===== config.mk =====
export PLATFORM = sky130hd
export DESIGN_NAME = keypad_time_field_entry
export DESIGN_NICKNAME = d
export VERILOG_FILES = /design/src/rtl/core/kpte_pkg.sv /design/src/rtl/core/kpte_step.sv /design/src/rtl/core/keypad_time_field_entry.sv
export SDC_FILE = /design/constraint.sdc
export NUM_CORES = 1
export LEC_CHECK = 0
export ABC_AREA = 1
export BUFFER_PORTS_ARGS = -buffer_cell sky130_fd_sc_hd__buf_2
export CAP_MARGIN = 20
export CORE_MARGIN = 8
export CORE_UTILIZATION = 45
export CTS_CLUSTER_SIZE = 12
export DETAILED_ROUTE_END_ITERATION = 10
export PLACE_DENSITY = 0.67
export SETUP_SLACK_MARGIN = 0.3
export SLEW_MARGIN = 20
export SYNTH_ARGS = -nofsm -noshare
export SYNTH_HDL_FRONTEND = slang
export SYNTH_HIERARCHICAL = 1
export SYNTH_SLANG_ARGS = --single-unit

===== constraint.sdc =====
create_clock -name clock -period 2.8 [get_ports clock]
set_input_delay 0.42 -clock clock [delete_from_list [all_inputs] [get_ports clock]]
set_output_delay 0.42 -clock clock [all_outputs]
set_load 0.05 [all_outputs]

===== src/rtl/core/kpte_pkg.sv =====
`default_nettype none
// ----------------------------------------------------------------------------
// kpte_pkg
// Shared constants, types and the field range check for the keypad clock
// field entry block.
// ----------------------------------------------------------------------------
package kpte_pkg;

   localparam int KEY_W   = 8;
   localparam int FIELD_W = 3;
   localparam int COUNT_W = 3;
   localparam int VALUE_W = 14;

   // Longest decimal entry that is kept; further digits are ignored.
   localparam logic [COUNT_W-1:0] MAX_DIGITS = 3'd4;

   localparam logic [KEY_W-1:0] KEY_EXIT  = 8'h41;
   localparam logic [KEY_W-1:0] KEY_CLEAR = 8'h2A;
   localparam logic [KEY_W-1:0] KEY_NEXT  = 8'h23;
   localparam logic [KEY_W-1:0] KEY_ZERO  = 8'h30;
   localparam logic [KEY_W-1:0] KEY_NINE  = 8'h39;

   localparam logic [FIELD_W-1:0] FIELD_HOUR    = 3'd0;
   localparam logic [FIELD_W-1:0] FIELD_MINUTE  = 3'd1;
   localparam logic [FIELD_W-1:0] FIELD_SECOND  = 3'd2;
   localparam logic [FIELD_W-1:0] FIELD_DAY     = 3'd3;
   localparam logic [FIELD_W-1:0] FIELD_MONTH   = 3'd4;
   localparam logic [FIELD_W-1:0] FIELD_YEAR    = 3'd5;
   localparam logic [FIELD_W-1:0] FIELD_WEEKDAY = 3'd6;
   localparam logic [FIELD_W-1:0] LAST_FIELD    = FIELD_WEEKDAY;

   localparam logic [VALUE_W-1:0] HOUR_MAX    = 14'd23;
   localparam logic [VALUE_W-1:0] MINSEC_MAX  = 14'd59;
   localparam logic [VALUE_W-1:0] DAY_MAX     = 14'd31;
   localparam logic [VALUE_W-1:0] MONTH_MAX   = 14'd12;
   localparam logic [VALUE_W-1:0] YEAR_MIN    = 14'd2000;
   localparam logic [VALUE_W-1:0] WEEKDAY_MAX = 14'd6;
   localparam logic [VALUE_W-1:0] DECIMAL     = 14'd10;

   typedef struct packed {
      logic [FIELD_W-1:0] field;
      logic [COUNT_W-1:0] count;
      logic [VALUE_W-1:0] entry;
   } state_type;

   typedef struct packed {
      logic               write_strobe;
      logic [FIELD_W-1:0] write_field;
      logic [VALUE_W-1:0] write_value;
      logic               edit_done;
      state_type          after;
   } result_type;

   function automatic logic field_accepts(input logic [FIELD_W-1:0] field,
                                          input logic [VALUE_W-1:0] value);
      logic ok;
      unique case (field)
         FIELD_HOUR:    ok = (value <= HOUR_MAX);
         FIELD_MINUTE:  ok = (value <= MINSEC_MAX);
         FIELD_SECOND:  ok = (value <= MINSEC_MAX);
         FIELD_DAY:     ok = (value != '0) && (value <= DAY_MAX);
         FIELD_MONTH:   ok = (value != '0) && (value <= MONTH_MAX);
         FIELD_YEAR:    ok = (value >= YEAR_MIN);
         FIELD_WEEKDAY: ok = (value <= WEEKDAY_MAX);
         default:       ok = 1'b0;
      endcase
      return ok;
   endfunction

endpackage : kpte_pkg
`default_nettype wire


===== src/rtl/core/kpte_step.sv =====
`default_nettype none
// ----------------------------------------------------------------------------
// kpte_step
// Decodes one key against the current edit state and forms the result word
// together with the state that follows it.
// ----------------------------------------------------------------------------
module kpte_step (
   input  wire logic [kpte_pkg::KEY_W-1:0] key_code,
   input  wire kpte_pkg::state_type        state_cur,
   output kpte_pkg::result_type            result
);
   import kpte_pkg::*;

   logic [KEY_W-1:0]   digit_raw;
   logic [VALUE_W-1:0] digit_value;

   assign digit_raw   = key_code - KEY_ZERO;
   assign digit_value = {{(VALUE_W-KEY_W){1'b0}}, digit_raw};

   always_comb begin
      result              = '0;
      result.after        = state_cur;
      priority if (key_code == KEY_EXIT) begin
         result.edit_done = 1'b1;
         result.after     = '0;
      end else if ((key_code >= KEY_ZERO) && (key_code <= KEY_NINE)) begin
         // A full entry swallows further digits unchanged.
         if (state_cur.count < MAX_DIGITS) begin
            result.after.entry = state_cur.entry * DECIMAL + digit_value;
            result.after.count = state_cur.count + 3'd1;
         end
      end else if (key_code == KEY_CLEAR) begin
         result.after.count = '0;
         result.after.entry = '0;
      end else if (key_code == KEY_NEXT) begin
         if ((state_cur.count != '0) && field_accepts(state_cur.field, state_cur.entry)) begin
            result.write_strobe = 1'b1;
            result.write_field  = state_cur.field;
            result.write_value  = state_cur.entry;
         end
         result.after.count = '0;
         result.after.entry = '0;
         if (state_cur.field >= LAST_FIELD) begin
            result.edit_done   = 1'b1;
            result.after.field = FIELD_HOUR;
         end else begin
            result.after.field = state_cur.field + 3'd1;
         end
      end else begin
         result.after = state_cur;
      end
   end

endmodule : kpte_step
`default_nettype wire


===== src/rtl/core/keypad_time_field_entry.sv =====
`default_nettype none
// ----------------------------------------------------------------------------
// keypad_time_field_entry
// Keypad entry of clock fields hour to weekday with range check and field write.
// ----------------------------------------------------------------------------
// Every key word accepted gives exactly one result word. A key is taken into
// an input register and, once the result register is free, decoded against
// the edit state and written to the result register, at the same edge as the
// edit state moves on. One key word is accepted in every cycle while results
// are taken, since the input register refills in the cycle that it passes its
// key on.
module keypad_time_field_entry (
   input  wire logic        clock,
   input  wire logic        reset,
   input  wire logic        req_tvalid,
   output logic             req_tready,
   input  wire logic [7:0]  req_tdata,   // [7:0] key_code
   output logic             rsp_tvalid,
   input  wire logic        rsp_tready,
   output logic [39:0]      rsp_tdata,   // [2:0] write_field, [16:3] write_value,
                                         // [19:17] field_after, [22:20] count_after,
                                         // [36:23] entry_after, [39:37] zero
   output logic             rsp_tuser,   // write_strobe
   output logic             rsp_tlast    // edit_done
);
   import kpte_pkg::*;

   logic             key_valid_ff, key_valid_in;
   logic [KEY_W-1:0] key_ff;
   state_type        state_ff, state_in;
   logic             rsp_valid_ff, rsp_valid_in;
   result_type       rsp_ff;
   result_type       step_result;
   logic             rsp_free;
   logic             advance;

   kpte_step u_step (
      .key_code  (key_ff),
      .state_cur (state_ff),
      .result    (step_result)
   );

   assign rsp_free     = !rsp_valid_ff || rsp_tready;
   assign advance      = key_valid_ff && rsp_free;
   assign req_tready   = !key_valid_ff || advance;
   assign key_valid_in = (req_tvalid && req_tready) || (key_valid_ff && !advance);
   assign rsp_valid_in = advance || (rsp_valid_ff && !rsp_tready);
   assign state_in     = advance ? step_result.after : state_ff;

   always_ff @(posedge clock) begin
      if (reset) begin
         key_valid_ff <= 1'b0;
         rsp_valid_ff <= 1'b0;
         state_ff     <= '0;
      end else begin
         key_valid_ff <= key_valid_in;
         rsp_valid_ff <= rsp_valid_in;
         state_ff     <= state_in;
      end
   end

   always_ff @(posedge clock) begin
      if (req_tvalid && req_tready) begin
         key_ff <= req_tdata;
      end
      if (advance) begin
         rsp_ff <= step_result;
      end
   end

   assign rsp_tvalid = rsp_valid_ff;
   assign rsp_tuser  = rsp_ff.write_strobe;
   assign rsp_tlast  = rsp_ff.edit_done;
   assign rsp_tdata  = {3'b000, rsp_ff.after.entry, rsp_ff.after.count,
                        rsp_ff.after.field, rsp_ff.write_value, rsp_ff.write_field};

   // The entry never holds more digits than allowed and the field stays valid.
   a_state_bounds: assert property (@(posedge clock) disable iff (reset)
      (state_ff.count <= MAX_DIGITS) && (state_ff.field <= LAST_FIELD))
      else $error("edit state out of range");

   // An empty entry always has value zero.
   a_empty_entry: assert property (@(posedge clock) disable iff (reset)
      (state_ff.count == '0) |-> (state_ff.entry == '0))
      else $error("empty entry with non-zero value");

   // A field write comes only from the confirm key, which clears the entry.
   a_write_clears: assert property (@(posedge clock) disable iff (reset)
      (rsp_valid_ff && rsp_ff.write_strobe) |->
         ((rsp_ff.after.count == '0) && (rsp_ff.after.entry == '0)))
      else $error("field write without cleared entry");

   // Ending the edit returns to the hour field with nothing entered.
   a_done_home: assert property (@(posedge clock) disable iff (reset)
      (rsp_valid_ff && rsp_ff.edit_done) |->
         ((rsp_ff.after.field == FIELD_HOUR) && (rsp_ff.after.count == '0)))
      else $error("edit ended away from hour field");

endmodule : keypad_time_field_entry
`default_nettype wire

# --- Word level (Yosys, flattened, before mapping) ---
# Cells that the tools add are included.
totals:
  regBits: 69
  latchBits: 0
  ramBits: 0
  romBits: 0
  input_bits: 12
  out_inout_bits: 44
  wordCells: 77
  memories: 0
op_classes:
  add_sub_neg: 4
  multipliers: 1
  div_mod_pow: 0
  order_cmp: 10
  eq_ne: 9
  shifts: 0
  muxes: 16
  n_bitwise: 2
  n_reduce_logical: 22
ops:
  columns: ["operator", "count"]
  rows:
  - ["$mux W17", 3]
  - ["$mux W20", 2]
  - ["$le A14 B5 Y1 const B", 2]
  - ["$mux W18", 1]
  - ["$eq A8 B6 Y1 const B", 2]
  - ["$add A14 B8 Y14", 1]
  - ["$ge A14 B11 Y1 const B", 1]
  - ["$le A14 B3 Y1 const B", 1]
  - ["$le A14 B4 Y1 const B", 1]
  - ["$le A14 B6 Y1 const B", 1]
  - ["$mul A14 B3 Y13 const B", 1]
  - ["$reduce_bool A14 Y1", 1]
  - ["$eq A3 B3 Y1 const B", 3]
  - ["$eq A8 B7 Y1 const B", 1]
  - ["$ge A8 B6 Y1 const B", 1]
  - ["$le A8 B6 Y1 const B", 1]
  - ["$logic_and A1 B1 Y1", 8]
  - ["$mux W4", 2]
  - ["$sub A8 B6 Y8 const B", 1]
  - ["$add A3 B1 Y3 const B", 2]
  - ["$eq A3 B2 Y1 const B", 2]
  - ["$mux W1", 6]
  - ["$pmux W1 S6", 1]
  - ["$reduce_or A5 Y1", 1]
  - ["other kinds (11)", 18]

# --- Depth between registers and ports, before layout ---
# Gate-level depths: netlist of the first run.
depth:
  word_depth: 10
  mapped_depth: 22
  mapped_depth_nobuf: 22

# --- Modules after synthesis ---
# The synthesis of the first run kept the hierarchy.
by_module_without_submodules:
  columns: ["module", "instances", "cells_per_inst", "area_per_inst_um2", "seq_area_each_um2"]
  rows:
  - ["keypad_time_field_entry", 1, 195, 2496.1, 1851.8]
  - ["kpte_step", 1, 370, 2064.5, 0.0]

# --- Worst setup path before layout of the first run ---
# Ideal clock, no wire load.
synth_path:
  kind: "reg2reg"
  startpoint: "reg state_ff[1] (netlist bit)"
  endpoint: "reg state_ff[9] (netlist bit)"
  setup_time_ns: 0.064
  arrival_ns: 2.974
  required_ns: 2.736
  path_slack_ns: -0.238
  path_stages_with_launch: 21
  n_path_buf: 0
  period_less_slack_ns: 3.038
  cell_sequence: "dfxtp_1 > ha_1 > ha_1 > fa_1 > xor2_1 > ha_1 > nand2_1 > inv_1 > nand2_1 > nand2_1 > nor2_1 > nor2_1 > nor2_1 > nand2_1 > nand3_1 > o211ai_1 > a21oi_1 > inv_1 > nand3_2 > nand2_1 > nor2_1"
synth_rtl:
  columns: ["element", "line_no", "rtl"]
  rows:
  - ["start, declared", "keypad_time_field_entry.sv:30", "state_type state_ff, state_in;"]
  - ["start signal, assigned", "keypad_time_field_entry.sv:58", "state_ff <= state_in;"]

==> results of run 1 <==
## final cells by class
type	count	area share
clock buffers	9	0.0219
clock inverters	7	0.00886
inverters	87	0.0578
multi-input cells	392	0.446
flip-flops and latches	69	0.330
well taps	133	0.0295
repair buffers	96	0.107
## registers in the layout, summed over array words and instances (netlist names)
name / flops
rsp_tuser: 1
rsp_tlast: 1
rsp_tdata: 37
key_valid_ff: 1
rsp_tvalid: 1
state_ff: 20
key_ff: 8
## worst min path at each step
stage                            start           end  slack, ns
after global routing      req_tdata[1]     key_ff[1]       0.22
after CTS                 req_tdata[2]     key_ff[2]       0.23
after global placement    key_valid_ff    rsp_tvalid       0.52
after floorplan                  reset  key_valid_ff       0.49
after detailed placement  key_valid_ff    rsp_tvalid       0.53
final                     req_tdata[2]     key_ff[2]       0.23
## repair_timing
| action | 4_1_cts | 5_1_grt |
|---|---|---|
| buffers inserted | 5 | 4 |
| cloned | 0 | 0 |
| pin swaps | 10 | 28 |
| resized for setup | 13 | 41 |
| setup endpoints to repair | 16 | 17 |
## logic make-up (layout without fill, tap and decap cells)
kind of cell	Yosys count	in the layout	synth area share
fa+ha+maj	37	37	0.105
flops	69	69	0.406
xor+xnor	8	8	0.0154
simple gates	260	260	0.264
other cells	1	3	0.000822
buf+inv	106	199	0.104
compound gates	84	84	0.105
## power by group through the flow
stage                     sequential, mW  clock [mW]  combinational [mW]
after floorplan                     1.29           0               0.413
after global placement              1.20           0               0.687
after detailed placement            1.20           0               0.698
after CTS                           1.18       0.758               0.722
after global routing                1.19       0.802               0.891
final                               1.18       0.750               0.815
## worst reg2reg max path: stages (launching register included)
cell	delay, ns
dfxtp_4	0.36
ha_4	0.25
ha_4	0.16
fa_2	0.38
xor2_2	0.18
ha_4	0.30
nand2_4	0.06
nor3b_4	0.22
nor2_4	0.06
nor2_2	0.10
nor2_2	0.06
nor2_2	0.13
nand3_1	0.08
nand3_1	0.09
nand2_1	0.09
a21oi_2	0.15
inv_1	0.06
nand3_2	0.06
nand2_1	0.05
nor2_1	0.12
## routing by layer
metal	part of all wire	wire length [um]	track usage	vias to the layer above
met1	0.42	4720	0.199	1873
li1	-	-	-	2047
met3	0.060	671	0.0367	29
met4	0.025	279	0.0648	0
met5	0	0	0	-
met2	0.49	5510	0.294	123
## layout by cell type (no fill, tap or decap), types with 4 or more instances in the layout
cell type	netlist	routed
nand2_1	119	108
inv_1	82	80
buf_2	4	52
nor2_1	57	49
edfxtp_1	47	47
a21oi_1	54	45
buf_4	9	41
nand3_1	41	33
ha_1	35	29
dfxtp_1	22	17
nand3_2	10	16
nor2_2	8	14
nand2_2	0	10
o21ai_0	14	10
clkbuf_8	0	9
a21oi_2	0	8
inv_2	4	6
nand4_1	6	6
ha_4	0	6
nor2_4	3	5
nor3_1	4	4
xor2_1	5	4
## through the flow
step / total power, mW / util / cell area [sq um]
final: 2.75 / 0.575 / 5650
after global routing: 2.88 / 0.575 / 5650
after CTS: 2.66 / 0.555 / 5450
after detailed placement: 1.90 / 0.529 / 5200
after global placement: 1.89 / 0.529 / 5200
after floorplan: 1.70 / - / 4650
==> out/metrics.yaml, run 1 <==
status:
  outcome: "complete, but fails checks"
  violations: "negative setup slack"
critical_path:
  path_cells: "ha_4 > ha_4 > fa_2 > xor2_2 > ha_4 > nand2_4 > nor3b_4 > nor2_4 > nor2_2 > nor2_2 > nor2_2 > nand3_1 > nand3_1 > nand2_1 > a21oi_2 > inv_1 > nand3_2 > nand2_1 > nor2_1"
  rr_worst_depth: 19
  critPathMaxFanout: 4
  critPathLaunchType: "register"
  arrival_ns: 3.33
  cp.required_ns: 3.09
  path_class: "register to register"
  critPathBufInv: 1
  end_kind: "register"
  critPathTopFamily: "simple AND/OR/NAND/NOR gates"
  cpMaxStageDelayCell: "fa_2"
  reg2reg_from: "state_ff[3]"
  critPathMaxStageDelay_ns: 0.38
  cp-startpoint: "state_ff[3]"
  crit_cells: 19
  r2r_slack_ns: -0.24
  worstReg2RegEnd: "state_ff[13]"
  setup.worst_path.end: "state_ff[13]"
sta:
  min_period_ns: 3.04
  tns_ns: -2.21
  whs_ns: 0.231
  hold_viol: 0
  slew_headroom: 0.483
  maxSlewViolCount: 0
  clock.fmax_ghz: 0.329
  setup_slack_ns: -0.237
  grt_setup_unrepaired: "true"
  finalCritPeriodShare: 1.08
  setup_viol: 16
  tightest_slew_ns: 0.775
  fin_skew_ns: 0.0112
min_path:
  whs_path_depth: 1
  hold_class: "primary input to register"
clocking:
  clk_pin_slew_ns: 0.08
  clockBufferDepth: 2
  root_buffer: "clkbuf_8"
  cts_tree: "done"
  ctsHtreeMaxLevel: 3
  hold_buffers: 0
  cts_made_buffers: 9
  insertion_delay_ns: 0.36
  clock-sinks: 69
layout:
  syn_to_final_growth_pct: 23.8
  fill_cells: 937
  regArea_sq_um: 1860
  drive_above_1_share: 0.298
  final_nets: 704
  fin_cells: 793
  antenna_cells: 0
  multi_input_area_sq_um: 2520
detailed_routing:
  vias: 4072
  drt_first_iter_violations: 243
  via_per_inst: 5.13
  dr.pass1.iters: 5
  ant_nets: 0
  routedWlPerCell_um: 14.1
  wirelength_mm: 11.2
  drc: 0
flow_run:
  cap_violations: 0
grt:
  grt_start_max_net_pins: 42
  antenna_found_initial: 0
  overflow: 0
  grt_first_pass_wirelength_mm: 17.9
  first_global_vias: 3813
  grt_use_total: 0.169
die:
  coreArea_sq_um: 9820
  fp.dieArea_sq_um: 13600
  row_count: 36
  io_pins: 56
  start_util: 0.464
  dieHeight_um: 117
  die_w_um: 117
power:
  clockPowerShare: 0.273
  swShare: 0.351
  p_leak_nw: 2.55
  p_int_mw: 1.78
  worst_ir_drop_vdd_v: 0.000291
  p_switching_uw: 965
  power_density_nw_per_um2: 486
  p_seq_frac: 0.430
  p_comb_frac: 0.297
logic_synthesis:
  ys_warn_count: 6
  async_reset_ff_frac: 0
  seq_area_frac_synth: 0.406
  synth_area_leaders: "edfxtp_1 (31%), nand2_1 (9.8%), dfxtp_1 (9.7%)"
  synth_top_area_frac: 0.309
  ys_ff_latch: 69
  ys_types: 43
  netlist_area_sq_um: 4560
  yosysMostFrequentCell: "nand2_1"
  synth-edff-count: 47
  synth.avg_cell_area_sq_um: 8.07
  synthFlopType: "edfxtp_1"
  yosys.area.top_type: "edfxtp_1"
  synth_cells: 565
  yosys-top-cells-count: "nand2_1 (119), inv_1 (82), nor2_1 (57), a21oi_1 (54), edfxtp_1 (47)"
place:
  detailedPlace.worstSlack_ns: -0.387
  dp.cells: 768
  dpl.hpwl_mm: 8.19
  portBuffers: 52
  place_congestion: 0.889
(Power assumes the default switching activity.)
==> inputs of run 2 (changes only) <==
CORE_UTILIZATION = 53   (was 45)
PLACE_DENSITY = 0.77   (was 0.67)
==> run 2 against run 1 <==
The run still ends with negative setup slack left. Cell area decreased by 1.7%. Non-clock buffer count shrank 2. Worst setup slack got worse by 0.024 ns. Largest cell class unchanged.
==> out/metrics.yaml, run 2 (synthesis results as in run 1) <==
status:
  outcome: "complete, but fails checks"
  violations: "negative setup slack"
sta:
  maxSlewViolCount: 0
  finalCritPeriodShare: 1.09
  hold_viol: 0
  tightest_slew_ns: 0.787
  min_period_ns: 3.06
  setup_viol: 15
  clock.fmax_ghz: 0.327
  grt_setup_unrepaired: "true"
  slew_headroom: 0.475
  fin_skew_ns: 0.00934
  setup_slack_ns: -0.261
min_path:
  hold_class: "primary input to register"
  hold_path_startpoint: "req_tdata[7]"
  worstHoldEndpoint: "key_ff[7]"
  whs_path_depth: 1
critical_path:
  path_cells: "ha_4 > ha_4 > fa_2 > xor2_1 > ha_1 > nand2_2 > nor3b_4 > nor2_4 > nor2_4 > nor2_4 > nor2_2 > nand3_1 > nand3_1 > nand2_1 > a21oi_2 > inv_1 > nand3_1 > nand2_1 > nor2_1"
  reg2reg_from: "state_ff[3]"
  cpMaxStageDelayCell: "dfxtp_4"
  critPathLaunchType: "register"
  cp.required_ns: 3.09
  worstReg2RegEnd: "state_ff[13]"
  arrival_ns: 3.35
  critPathMaxStageDelay_ns: 0.37
  critPathMaxFanout: 3
  rr_worst_depth: 19
  path_class: "register to register"
  end_kind: "register"
  r2r_slack_ns: -0.26
grt:
  grt_first_pass_wirelength_mm: 18.8
  first_global_vias: 3962
  grt_start_max_net_pins: 42
  grt_use_total: 0.201
  antenna_found_initial: 0
  overflow: 0
power:
  p_switching_uw: 913
  p_int_mw: 1.85
  power_density_nw_per_um2: 498
  clockPowerShare: 0.286
  worst_ir_drop_vdd_v: 0.000511
  p_leak_nw: 2.54
  p_seq_frac: 0.429
  p_comb_frac: 0.286
  swShare: 0.331
detailed_routing:
  via_per_inst: 5.45
  drc: 0
  drt_first_iter_violations: 351
  routedWlPerCell_um: 15.3
  wirelength_mm: 11.8
  vias: 4175
  ant_nets: 0
  dr.pass1.iters: 5
layout:
  drive_above_1_share: 0.266
  mostFrequentLayoutCells: "nand2_1 (117), inv_1 (82), nor2_1 (52), buf_2 (52), edfxtp_1 (47)"
  final_nets: 702
  syn_to_final_growth_pct: 21.7
  antenna_cells: 0
  layout_commonest_cell: "nand2_1"
  post-route-util: 0.649
  largest_reg_flops: 37
place:
  portBuffers: 52
  detailedPlace.worstSlack_ns: -0.387
  place_congestion: 0.908
  dpl.hpwl_mm: 8.52
clocking:
  clockBufferDepth: 2
  insertion_delay_ns: 0.35
  ctsHtreeMaxLevel: 3
  clk_pin_slew_ns: 0.08
  clock-sinks: 69
  cts_made_buffers: 9
  cts_tree: "done"
  root_buffer: "clkbuf_8"
  hold_buffers: 0
die:
  start_util: 0.533
  die_w_um: 109
  io_pins: 56
  fp.dieArea_sq_um: 11800
  dieHeight_um: 109
  coreArea_sq_um: 8550
  row_count: 34
flow_run:
  cap_violations: 0
==> run 2: timing repair <==
item / CTS / global route
resized for setup: 20 / 14
pin swaps: 20 / 13
setup buffers: 4 / 2
setup endpoints to repair: 16 / 17
==> run 2: metrics by stage <==
stage	total power [mW]	hold WS, ns	TNS, ns	cell area, sq um	instances
global route	2.90	0.231	-5.49	5550	766
CTS	2.73	0.233	-2.12	5480	764
finish	2.76	0.245	-2.93	5550	766
global placement	1.89	0.518	-1.29	5170	744
detailed placement	1.91	0.522	-2.58	5170	744
floorplan	1.70	0.489	-0.0582	4650	567
==> run 2: how the worst max path moves through the flow <==
stage	start	end	slack, ns	cells after the start
after global placement	state_ff[3]	state_ff[9]	-0.30	20
after floorplan	state_ff[3]	state_ff[13]	-0.03	19
after detailed placement	state_ff[3]	state_ff[9]	-0.39	17
after CTS	state_ff[3]	state_ff[13]	-0.24	19
final	state_ff[3]	state_ff[13]	-0.26	19
after global routing	state_ff[3]	state_ff[13]	-0.47	19
==> run 2: worst max-delay path, delay by kind of cell (launching register included) <==
| kind | cells | cell delay (ns) |
|---|---|---|
| AND/OR/NAND/NOR | 12 | 1.19 |
| adder cells (fa/ha/maj) | 4 | 1.08 |
| flip-flops | 1 | 0.37 |
| XOR/XNOR | 1 | 0.16 |
| AO/OA/AOI/OAI | 1 | 0.14 |
| buffers and inverters | 1 | 0.05 |
==> run 2: final cells by class <==
class,count,area (sq um)
well taps,108,135
repair buffers,94,583
fillers,682,3000
clock inverters,7,66.3
inverters,87,327
multi-input cells,392,2450
clock buffers,9,124
flip-flops and latches,69,1860
==> run 2: power groups by stage <==
stage	Sequential, mW	Clock [mW]	Combinational [mW]
2_1_floorplan	1.29	0	0.413
3_3_place_gp	1.20	0	0.686
3_5_place_dp	1.20	0	0.707
4_1_cts	1.18	0.804	0.747
5_1_grt	1.19	0.845	0.862
6_report	1.18	0.790	0.789
==> run 2: metal layers <==
metal | GRT usage | vias up | wire length [um]
li1 | - | 2031 | -
met1 | 0.235 | 1902 | 4660
met2 | 0.340 | 197 | 5670
met3 | 0.0508 | 45 | 949
met4 | 0.0909 | 0 | 478
met5 | 0 | - | 0
